File: config.mk
export PLATFORM = sky130hd
export DESIGN_NAME = animation_easing_sequencer
export DESIGN_NICKNAME = d
export VERILOG_FILES = /design/src/design/anim_pkg.sv /design/src/design/animation_easing_sequencer.sv /design/src/design/anim_div.sv
export SDC_FILE = /design/constraint.sdc
export NUM_CORES = 2
export LEC_CHECK = 0
export BUFFER_PORTS_ARGS = -buffer_cell sky130_fd_sc_hd__buf_2
export CAP_MARGIN = 10
export CORE_ASPECT_RATIO = 1.75
export CORE_UTILIZATION = 45
export CTS_BUF_LIST = sky130_fd_sc_hd__clkbuf_16
export CTS_CLUSTER_SIZE = 25
export DETAILED_ROUTE_END_ITERATION = 10
export SYNTH_ARGS = -nofsm -noshare
export SYNTH_HDL_FRONTEND = slang
export SYNTH_SLANG_ARGS = --single-unit
File: constraint.sdc
create_clock -name i_clk -period 24.7 [get_ports i_clk]
set_clock_uncertainty 0.15 [all_clocks]
set_input_delay 4.94 -clock i_clk [delete_from_list [all_inputs] [get_ports i_clk]]
set_output_delay 4.94 -clock i_clk [all_outputs]
set_load 0.02 [all_outputs]
File: src/design/anim_pkg.sv
// Shared types and constants for the animation easing sequencer.
package anim_pkg;

    localparam int RANGE_DEF    = 255;
    localparam int MS_TICKS_DEF = 1000;

    localparam int TICK_W   = 32;
    localparam int MS_W     = 16;
    localparam int RANGE_W  = 16;
    localparam int POS_W    = 8;
    localparam int PROD_W   = TICK_W + RANGE_W;
    localparam int STEP_W   = 6;
    localparam int CFG_IDX_W = 2;

    localparam logic [CFG_IDX_W-1:0] CFG_PERIOD    = 2'd0;
    localparam logic [CFG_IDX_W-1:0] CFG_MIN_FRAME = 2'd1;
    localparam logic [CFG_IDX_W-1:0] CFG_CURVE     = 2'd2;

    localparam logic [1:0] CURVE_LINEAR = 2'd0;
    localparam logic [1:0] CURVE_IN     = 2'd1;
    localparam logic [1:0] CURVE_OUT    = 2'd2;

    localparam logic [1:0] MODE_POLL  = 2'd0;
    localparam logic [1:0] MODE_START = 2'd1;
    localparam logic [1:0] MODE_STOP  = 2'd2;

    localparam logic [2:0] EX_IDLE    = 3'd0;
    localparam logic [2:0] EX_STARTED = 3'd1;
    localparam logic [2:0] EX_RUN     = 3'd2;
    localparam logic [2:0] EX_FRAME   = 3'd3;
    localparam logic [2:0] EX_ENDED   = 3'd4;

    // Divider command: start pulse and number of quotient bits to develop.
    typedef struct packed {
        logic              start;
        logic [STEP_W-1:0] steps;
    } t_div_cmd;

endpackage

File: src/design/animation_easing_sequencer.sv
// Top level of the animation easing sequencer: command decode, timing and easing.
//
// Usage. Each request on the slave stream is one command: s_axis_tuser carries the
// mode (poll, start or stop) and s_axis_tdata the free-running tick count. Every
// request yields exactly one result on the master stream: m_axis_tuser carries the
// execution state and m_axis_tdata the eased position. Registers (period, minimum
// frame spacing, curve) are written through the cfg channel, which is always ready;
// write them only while no request is in flight.
// Timing depends on the path taken: start, stop, idle and end polls go straight to
// the result, a poll with no frame due first accumulates and compares the ticks, a
// frame that ends the run adds the division of ticks into milliseconds and an eased
// frame adds the multiplications and the eased division. Both divisions use the
// shared radix-2 divider: 32 steps turn ticks into milliseconds and 16 steps form
// the eased quotient; a single 32x16 multiplier is used in turn for the operands.
// One request is processed at a time. The next request is accepted once the
// previous result has moved into the output register; when the receiver stalls,
// the result is held there and at most one further request is worked through and
// parked until it is free.
// Synchronous active-low reset returns the engine to idle with all counts, the
// position and the registers at zero; no result is pending after reset.
module animation_easing_sequencer #(
    parameter int RANGE    = anim_pkg::RANGE_DEF,
    parameter int MS_TICKS = anim_pkg::MS_TICKS_DEF
) (
    input  logic                          i_clk,
    input  logic                          i_rst_n,
    // Configuration write channel
    input  logic                          i_cfg_valid,
    output logic                          o_cfg_ready,
    input  logic [anim_pkg::CFG_IDX_W-1:0] i_cfg_index,
    input  logic [anim_pkg::MS_W-1:0]     i_cfg_data,
    // Command stream
    input  logic                          s_axis_tvalid,
    output logic                          s_axis_tready,
    input  logic [31:0]                   s_axis_tdata,   // [31:0] now_tick
    input  logic [1:0]                    s_axis_tuser,   // [1:0] mode
    // Result stream
    output logic                          m_axis_tvalid,
    input  logic                          m_axis_tready,
    output logic [7:0]                    m_axis_tdata,   // [7:0] position
    output logic [2:0]                    m_axis_tuser    // [2:0] exec_state
);
    import anim_pkg::*;

    localparam logic [RANGE_W-1:0] RANGE_V = RANGE_W'(RANGE);
    localparam logic [RANGE_W-1:0] TPMS_V  = RANGE_W'(MS_TICKS);
    // The position as RANGE saturated to the 8-bit output.
    localparam logic [POS_W-1:0]   RANGE_SAT = (RANGE > 255) ? 8'hFF : POS_W'(RANGE);

    typedef enum logic [1:0] {
        PH_IDLE,
        PH_START,
        PH_RUN,
        PH_END
    } t_phase;

    typedef enum logic [3:0] {
        ST_IDLE,
        ST_EXEC,
        ST_ACC,
        ST_CMP,
        ST_TMS,
        ST_NEXT,
        ST_E0,
        ST_E1,
        ST_E2,
        ST_E3,
        ST_EASE,
        ST_DONE
    } t_state;

    // Configuration registers
    logic [MS_W-1:0]   r_period;
    logic [MS_W-1:0]   r_min_frame;
    logic [1:0]        r_curve;

    // Engine state
    t_state            r_state;
    t_phase            r_phase;
    logic [TICK_W-1:0] r_last;
    logic [TICK_W-1:0] r_elapsed;
    logic [TICK_W-1:0] r_next;
    logic [POS_W-1:0]  r_cur_pos;

    // Request and working registers
    logic [1:0]        r_mode;
    logic [TICK_W-1:0] r_now;
    logic [MS_W-1:0]   r_t;
    logic [TICK_W-1:0] r_den;
    logic [PROD_W-1:0] r_prod;
    logic [2:0]        r_res_state;
    logic [POS_W-1:0]  r_res_pos;

    // Output register
    logic              r_out_valid;
    logic [2:0]        r_out_state;
    logic [POS_W-1:0]  r_out_pos;

    // Multiplier operands and divider interface
    logic              n_mul_en;
    logic [TICK_W-1:0] n_mul_a;
    logic [RANGE_W-1:0] n_mul_b;
    logic              n_quad;
    logic [MS_W-1:0]   n_base;
    t_div_cmd          n_div_cmd;
    logic [TICK_W-1:0] n_div_rem;
    logic [TICK_W-1:0] n_div_dvd;
    logic [TICK_W-1:0] n_div_dsr;
    logic              div_done;
    logic [TICK_W-1:0] div_quot;

    // Final position from the eased quotient
    logic [RANGE_W-1:0] n_q;
    logic [RANGE_W-1:0] n_res;
    logic [RANGE_W-1:0] n_clamp;
    logic [POS_W-1:0]   n_pos;
    logic               n_out_free;

    // ------------------------------------------------------------------
    // Configuration port: always ready, writes beyond the list are dropped.
    // ------------------------------------------------------------------
    assign o_cfg_ready = 1'b1;

    always_ff @(posedge i_clk) begin
        if (!i_rst_n) begin
            r_period    <= '0;
            r_min_frame <= '0;
            r_curve     <= CURVE_LINEAR;
        end else if (i_cfg_valid) begin
            unique case (i_cfg_index)
                CFG_PERIOD:    r_period    <= i_cfg_data;
                CFG_MIN_FRAME: r_min_frame <= i_cfg_data;
                CFG_CURVE:     r_curve     <= i_cfg_data[1:0];
                default: ;
            endcase
        end
    end

    // ------------------------------------------------------------------
    // Operand selection for the shared multiplier and the divider.
    // ------------------------------------------------------------------
    always_comb begin
        n_quad  = (r_curve == CURVE_IN) || (r_curve == CURVE_OUT);
        // Ease-out works on the time still to go rather than the time gone.
        n_base  = (r_curve == CURVE_OUT) ? (r_period - r_t) : r_t;
        n_mul_en = 1'b0;
        n_mul_a  = '0;
        n_mul_b  = '0;
        case (r_state)
            ST_CMP: begin
                n_mul_en = 1'b1;
                n_mul_a  = TICK_W'(r_min_frame);
                n_mul_b  = TPMS_V;
            end
            ST_E0: begin
                n_mul_en = 1'b1;
                n_mul_a  = TICK_W'(r_period);
                n_mul_b  = n_quad ? r_period : RANGE_W'(1);
            end
            ST_E1: begin
                n_mul_en = 1'b1;
                n_mul_a  = TICK_W'(n_base);
                n_mul_b  = n_quad ? n_base : RANGE_W'(1);
            end
            ST_E2: begin
                n_mul_en = 1'b1;
                n_mul_a  = r_prod[TICK_W-1:0];
                n_mul_b  = RANGE_V;
            end
            default: ;
        endcase

        n_div_cmd.start = 1'b0;
        n_div_cmd.steps = '0;
        n_div_rem       = '0;
        n_div_dvd       = r_elapsed;
        n_div_dsr       = TICK_W'(TPMS_V);
        if (r_state == ST_CMP && r_elapsed > r_next) begin
            // Ticks to whole milliseconds: full 32-bit quotient.
            n_div_cmd.start = 1'b1;
            n_div_cmd.steps = STEP_W'(TICK_W);
        end else if (r_state == ST_E3) begin
            // The eased quotient never exceeds RANGE, so 16 steps suffice once the
            // upper part of the numerator seeds the remainder.
            n_div_cmd.start = 1'b1;
            n_div_cmd.steps = STEP_W'(RANGE_W);
            n_div_rem       = r_prod[PROD_W-1:RANGE_W];
            n_div_dvd       = {r_prod[RANGE_W-1:0], {(TICK_W-RANGE_W){1'b0}}};
            n_div_dsr       = r_den;
        end
    end

    anim_div u_div (
        .i_clk      (i_clk),
        .i_rst_n    (i_rst_n),
        .i_cmd      (n_div_cmd),
        .i_rem_init (n_div_rem),
        .i_dividend (n_div_dvd),
        .i_divisor  (n_div_dsr),
        .o_done     (div_done),
        .o_quot     (div_quot)
    );

    always_ff @(posedge i_clk) begin
        if (n_mul_en) begin
            r_prod <= n_mul_a * n_mul_b;
        end
    end

    // Position from the eased quotient, clamped to RANGE and then to 8 bits.
    always_comb begin
        n_q = div_quot[RANGE_W-1:0];
        if (r_curve == CURVE_OUT) begin
            n_res = (n_q > RANGE_V) ? '0 : (RANGE_V - n_q);
        end else begin
            n_res = n_q;
        end
        n_clamp = (n_res > RANGE_V) ? RANGE_V : n_res;
        n_pos   = (n_clamp > RANGE_W'(255)) ? 8'hFF : n_clamp[POS_W-1:0];
    end

    assign n_out_free = !r_out_valid || m_axis_tready;

    // ------------------------------------------------------------------
    // Sequencer: state, engine registers and the output register.
    // ------------------------------------------------------------------
    always_ff @(posedge i_clk) begin
        if (!i_rst_n) begin
            r_state     <= ST_IDLE;
            r_phase     <= PH_IDLE;
            r_last      <= '0;
            r_elapsed   <= '0;
            r_next      <= '0;
            r_cur_pos   <= '0;
            r_out_valid <= 1'b0;
        end else begin
            // In ST_DONE the output register is reloaded by the state itself.
            if (r_out_valid && m_axis_tready && (r_state != ST_DONE)) begin
                r_out_valid <= 1'b0;
            end
            unique case (r_state)
                ST_IDLE: begin
                    if (s_axis_tvalid) begin
                        r_mode  <= s_axis_tuser;
                        r_now   <= s_axis_tdata;
                        r_state <= ST_EXEC;
                    end
                end
                ST_EXEC: begin
                    r_res_state <= EX_IDLE;
                    r_res_pos   <= '0;
                    r_state     <= ST_DONE;
                    unique case (r_mode)
                        MODE_START: begin
                            r_phase <= PH_START;
                        end
                        MODE_STOP: begin
                            r_phase   <= PH_IDLE;
                            r_last    <= '0;
                            r_elapsed <= '0;
                            r_next    <= '0;
                            r_cur_pos <= '0;
                        end
                        MODE_POLL: begin
                            unique case (r_phase)
                                PH_START: begin
                                    r_res_state <= EX_STARTED;
                                    r_last      <= r_now;
                                    r_elapsed   <= '0;
                                    r_phase     <= PH_RUN;
                                end
                                PH_RUN: begin
                                    r_state <= ST_ACC;
                                end
                                PH_END: begin
                                    r_res_state <= EX_ENDED;
                                    r_res_pos   <= RANGE_SAT;
                                    r_phase     <= PH_IDLE;
                                end
                                default: ;
                            endcase
                        end
                        default: ;
                    endcase
                end
                ST_ACC: begin
                    // Tick difference taken modulo 2^32, and the sum wraps the same way.
                    r_elapsed <= r_elapsed + (r_now - r_last);
                    r_last    <= r_now;
                    r_state   <= ST_CMP;
                end
                ST_CMP: begin
                    if (r_elapsed > r_next) begin
                        r_state <= ST_TMS;
                    end else begin
                        r_res_state <= EX_RUN;
                        r_res_pos   <= r_cur_pos;
                        r_state     <= ST_DONE;
                    end
                end
                ST_TMS: begin
                    if (div_done) begin
                        r_state <= ST_NEXT;
                    end
                end
                ST_NEXT: begin
                    r_next <= r_elapsed + r_prod[TICK_W-1:0];
                    r_t    <= div_quot[MS_W-1:0];
                    if (div_quot < TICK_W'(r_period)) begin
                        r_state <= ST_E0;
                    end else begin
                        r_cur_pos   <= RANGE_SAT;
                        r_phase     <= PH_END;
                        r_res_state <= EX_FRAME;
                        r_res_pos   <= RANGE_SAT;
                        r_state     <= ST_DONE;
                    end
                end
                ST_E0: begin
                    r_state <= ST_E1;
                end
                ST_E1: begin
                    r_den   <= r_prod[TICK_W-1:0];
                    r_state <= ST_E2;
                end
                ST_E2: begin
                    r_state <= ST_E3;
                end
                ST_E3: begin
                    r_state <= ST_EASE;
                end
                ST_EASE: begin
                    if (div_done) begin
                        r_cur_pos   <= n_pos;
                        r_res_state <= EX_FRAME;
                        r_res_pos   <= n_pos;
                        r_state     <= ST_DONE;
                    end
                end
                ST_DONE: begin
                    if (n_out_free) begin
                        r_out_valid <= 1'b1;
                        r_out_state <= r_res_state;
                        r_out_pos   <= r_res_pos;
                        r_state     <= ST_IDLE;
                    end
                end
                default: begin
                    r_state <= ST_IDLE;
                end
            endcase
        end
    end

    assign s_axis_tready = (r_state == ST_IDLE);
    assign m_axis_tvalid = r_out_valid;
    assign m_axis_tdata  = r_out_pos;
    assign m_axis_tuser  = r_out_state;

endmodule

File: src/design/anim_div.sv
// Radix-2 restoring divider, one quotient bit per cycle.
module anim_div (
    input  logic                       i_clk,
    input  logic                       i_rst_n,
    input  anim_pkg::t_div_cmd         i_cmd,
    input  logic [anim_pkg::TICK_W-1:0] i_rem_init,
    input  logic [anim_pkg::TICK_W-1:0] i_dividend,
    input  logic [anim_pkg::TICK_W-1:0] i_divisor,
    output logic                       o_done,
    output logic [anim_pkg::TICK_W-1:0] o_quot
);
    import anim_pkg::*;

    logic [TICK_W-1:0] r_rem;
    logic [TICK_W-1:0] r_dvd;
    logic [TICK_W-1:0] r_div;
    logic [TICK_W-1:0] r_quot;
    logic [STEP_W-1:0] r_cnt;
    logic              r_busy;
    logic              r_done;

    logic [TICK_W:0]   n_rem_sh;
    logic              n_ge;
    logic [TICK_W:0]   n_diff;

    // The partial remainder always stays below the divisor, so 33 bits cover the shift.
    always_comb begin
        n_rem_sh = {r_rem, r_dvd[TICK_W-1]};
        n_diff   = n_rem_sh - {1'b0, r_div};
        n_ge     = (n_rem_sh >= {1'b0, r_div});
    end

    always_ff @(posedge i_clk) begin
        if (!i_rst_n) begin
            r_busy <= 1'b0;
            r_done <= 1'b0;
            r_cnt  <= '0;
        end else begin
            r_done <= 1'b0;
            if (i_cmd.start) begin
                r_busy <= 1'b1;
                r_cnt  <= i_cmd.steps;
                r_rem  <= i_rem_init;
                r_dvd  <= i_dividend;
                r_div  <= i_divisor;
                r_quot <= '0;
            end else if (r_busy) begin
                r_rem  <= n_ge ? n_diff[TICK_W-1:0] : n_rem_sh[TICK_W-1:0];
                r_dvd  <= {r_dvd[TICK_W-2:0], 1'b0};
                r_quot <= {r_quot[TICK_W-2:0], n_ge};
                r_cnt  <= r_cnt - STEP_W'(1);
                if (r_cnt == STEP_W'(1)) begin
                    r_busy <= 1'b0;
                    r_done <= 1'b1;
                end
            end
        end
    end

    assign o_done = r_done;
    assign o_quot = r_quot;

endmodule

==> run_results.csv <==
group,metric,value,unit
clocking,clkSlewWorstSetupHoldPaths,0.07,ns
clocking,h-tree-depth,2,
worst_setup_path,critPathBufInv,8,
worst_setup_path,path_delay_family,"adder cells",
route,vias,29700,
power,power_leakage,0.0192,uW
worst_setup_path,worstPathRequired,24.88,ns
clocking,postCtsSetupRepairBufs,0,
route,ant_nets,0,
worst_setup_path,path_max_fanout,73,
sta,timing.final.crit_share,41.0,%
place,portBuffers,69,
worst_setup_path,cp.arrival,10.31,ns
power,p_comb_share,66.8,%
power,sw_frac_of_total,48.8,%
worst_setup_path,crit_type,"reg2reg",
sta,drv_slew,0,
worst_setup_path,max_stage_delay,0.88,ns
logic_synthesis,synthCells,4215,
hold_path,min_path_type,"reg2reg",
cells_and_area,fillers,8332,
sta,fin_tns_setup,0,ns
logic_synthesis,yosysMostFrequentCell,"inv_1",
power,seqPwrFrac,22.4,%
logic_synthesis,synth_cell_types,99,
logic_synthesis,synth_area_leaders,"fa_1, edfxtp_1, ha_1",
cells_and_area,area_delta_synth_final,8.57,%
worst_setup_path,setup.worst_path.start_class,"flop",
route,drt_first_iter_violations,1632,
die,ios,71,
place,placed_cell_area,0.0418,mm^2
worst_setup_path,r2r_start,"r_state[0]",
logic_synthesis,yosysTopAreaCellShare,22.7,%
hold_path,holdCritStartpoint,"r_res_pos[3]",
route,drc_errors,0,
route,drt_wl_total,107,mm
power,internal_power,3130,uW
logic_synthesis,synth_edf_count,280,
sta,setup_viol,0,
logic_synthesis,synth-main-ff-cell,"edfxtp_1",
logic_synthesis,avgSynthCellArea,9.44,um^2
global_routing,grt.total_usage,24.5,%
cells_and_area,finalInstanceArea,0.0432,mm^2
power,p_switching,2990,uW
job,drv_cap,0,
cells_and_area,layout.nets,5130,
logic_synthesis,async_flop_share,0,%
worst_setup_path,crit_cells,31,
worst_setup_path,critPathCaptureType,"flop",
worst_setup_path,crit_start,"r_state[0]",
clocking,clk_path_buf_depth,3,
status,status,"finished, final reports clean",
worst_setup_path,cpMostUsedCell,"fa_1",
worst_setup_path,rr_worst_depth,31,
route,drtPass1Iterations,6,
clocking,clk_latency,0.62,ns
clocking,cts_hold_buf,0,
worst_setup_path,slowest_stage,"a21oi_1",
global_routing,grt_antenna_before_repair,1,
sta,rsz0062_at_grt,"false",
die,start_util,45.7,%
logic_synthesis,ys_ff_latch,433,
sta,finalHoldViolCount,0,
die,core,0.0871,mm^2
route,viasPerCell,5.36,
die,fp-row-count,143,
logic_synthesis,synth_top_cell_by_area,"fa_1",
sta,fmax,98.7,MHz
worst_setup_path,rrSetupSlack,14.57,ns
logic_synthesis,synth_area,0.0398,mm^2
logic_synthesis,yosysSeqAreaShare,28.8,%
global_routing,gr-total-overflow,0,
die,die_area,0.0896,mm^2
global_routing,grt_pass1_vias,30500,
global_routing,grt_pass1_wl,168,mm
logic_synthesis,synth_common_cells,"inv_1, nand2_1, fa_1, ha_1, edfxtp_1",
power,power_density,142,mW/mm^2
sta,min_period,10.13,ns
die,die_w,227,um
power,ir_worst_vdd,0.000205,V
global_routing,grt_max_degree,79,
worst_setup_path,reg2reg_to,"r_prod[41]",
worst_setup_path,endpoint,"r_prod[41]",
sta,worstMarginPinSlew,1.16,ns
cells_and_area,diodes,0,
clocking,root_buffer,"clkbuf_16",
place,gp_congestion,0.940,
place,dp_hpwl,83.0,mm
clocking,cts_buffers,44,
cells_and_area,drive_above_1_share,5.60,%
clocking,ctsResizeCount,0,
route,wire_per_inst,19.3,um
clocking,cts_tree,"yes",
logic_synthesis,yosysWarnings,0,
sta,max_slew_margin,22.3,%
clocking,cts_sinks,433,
die,die_h,395,um
power,clkPwrFrac,10.9,%
routing by layer:
metal | GRT usage [%] | up-vias | wire length (um)
li1 | - | 13900 | -
met1 | 26.0 | 14800 | 38100
met2 | 46.1 | 701 | 57600
met3 | 3.10 | 277 | 4220
met4 | 13.3 | 0 | 6680
met5 | 0 | - | 0
cell usage in the layout (no fill, tap or decap), drive strengths merged, types with 116 or more instances in the layout:
master	synthesis	final
nand2	577	577
ha	284	284
nor2	190	190
edfxtp	280	280
o21ai	164	164
fa	452	452
a21oi	198	198
dfxtp	153	153
conb	2	129
buf	50	116
inv	748	764
area by class of cell:
type / count / area (um^2) / share of cell area, %
Sequential cell: 433 / 11500 / 26.6
Tap cell: 1160 / 1450 / 3.36
Clock buffer: 45 / 1130 / 2.61
Clock inverter: 37 / 278 / 0.643
Inverter: 749 / 2810 / 6.51
Multi-Input combinational cell: 2993 / 25400 / 58.7
Timing Repair Buffer: 116 / 701 / 1.62
power by group through the flow:
stage	registers (uW)	clock network (uW)	logic (uW)
2_1_floorplan	1230	0	3250
3_3_place_gp	1380	0	4000
3_5_place_dp	1380	0	4040
4_1_cts	1370	681	4060
5_1_grt	1380	708	4630
6_report	1370	665	4090
sequential cells by signal, summed over array words and instances (netlist names), 32 cells and up:
signal        flops
u_div.r_div      32
r_den            32
u_div.o_quot     32
r_next           32
r_elapsed        32
r_now            32
u_div.r_rem      32
r_last           32
r_prod           48
u_div.r_dvd      32
through the flow:
| stage | hold WS [ns] | util (%) | std cells | total power (uW) | worst slack, ns |
|---|---|---|---|---|---|
| 3_5_place_dp | 0.255 | 48.0 | 5451 | 5430 | 14.66 |
| 6_report | 0.270 | 49.6 | 5533 | 6120 | 14.57 |
| 3_3_place_gp | 0.252 | 48.0 | 5451 | 5380 | 14.79 |
| 4_1_cts | 0.272 | 49.6 | 5533 | 6120 | 14.60 |
| 5_1_grt | 0.279 | 49.6 | 5533 | 6730 | 13.91 |
| 2_1_floorplan | 0.250 | - | 4342 | 4470 | 15.06 |
how the worst min path moves through the flow:
stage	to	slack (ns)	depth (start not counted)
3_3_place_gp	m_axis_tdata[7]	0.25	0
2_1_floorplan	m_axis_tdata[0]	0.25	0
6_report	m_axis_tdata[3]	0.27	0
5_1_grt	m_axis_tdata[5]	0.28	0
3_5_place_dp	m_axis_tdata[2]	0.25	0
4_1_cts	m_axis_tdata[3]	0.27	0
logic make-up after synthesis:
group | count (synthesis) | share of synthesized area (%)
other | 2 | 0.0189
xor gates and xnor gates | 140 | 3.08
buffers and inverters | 916 | 8.84
muxes | 15 | 0.377
AOI/OAI and AO/OA | 813 | 13.9
DFF | 433 | 28.8
and+or+nand+nor | 1160 | 13.3
adders and majority gates | 736 | 31.7
(Power assumes the default switching activity.)
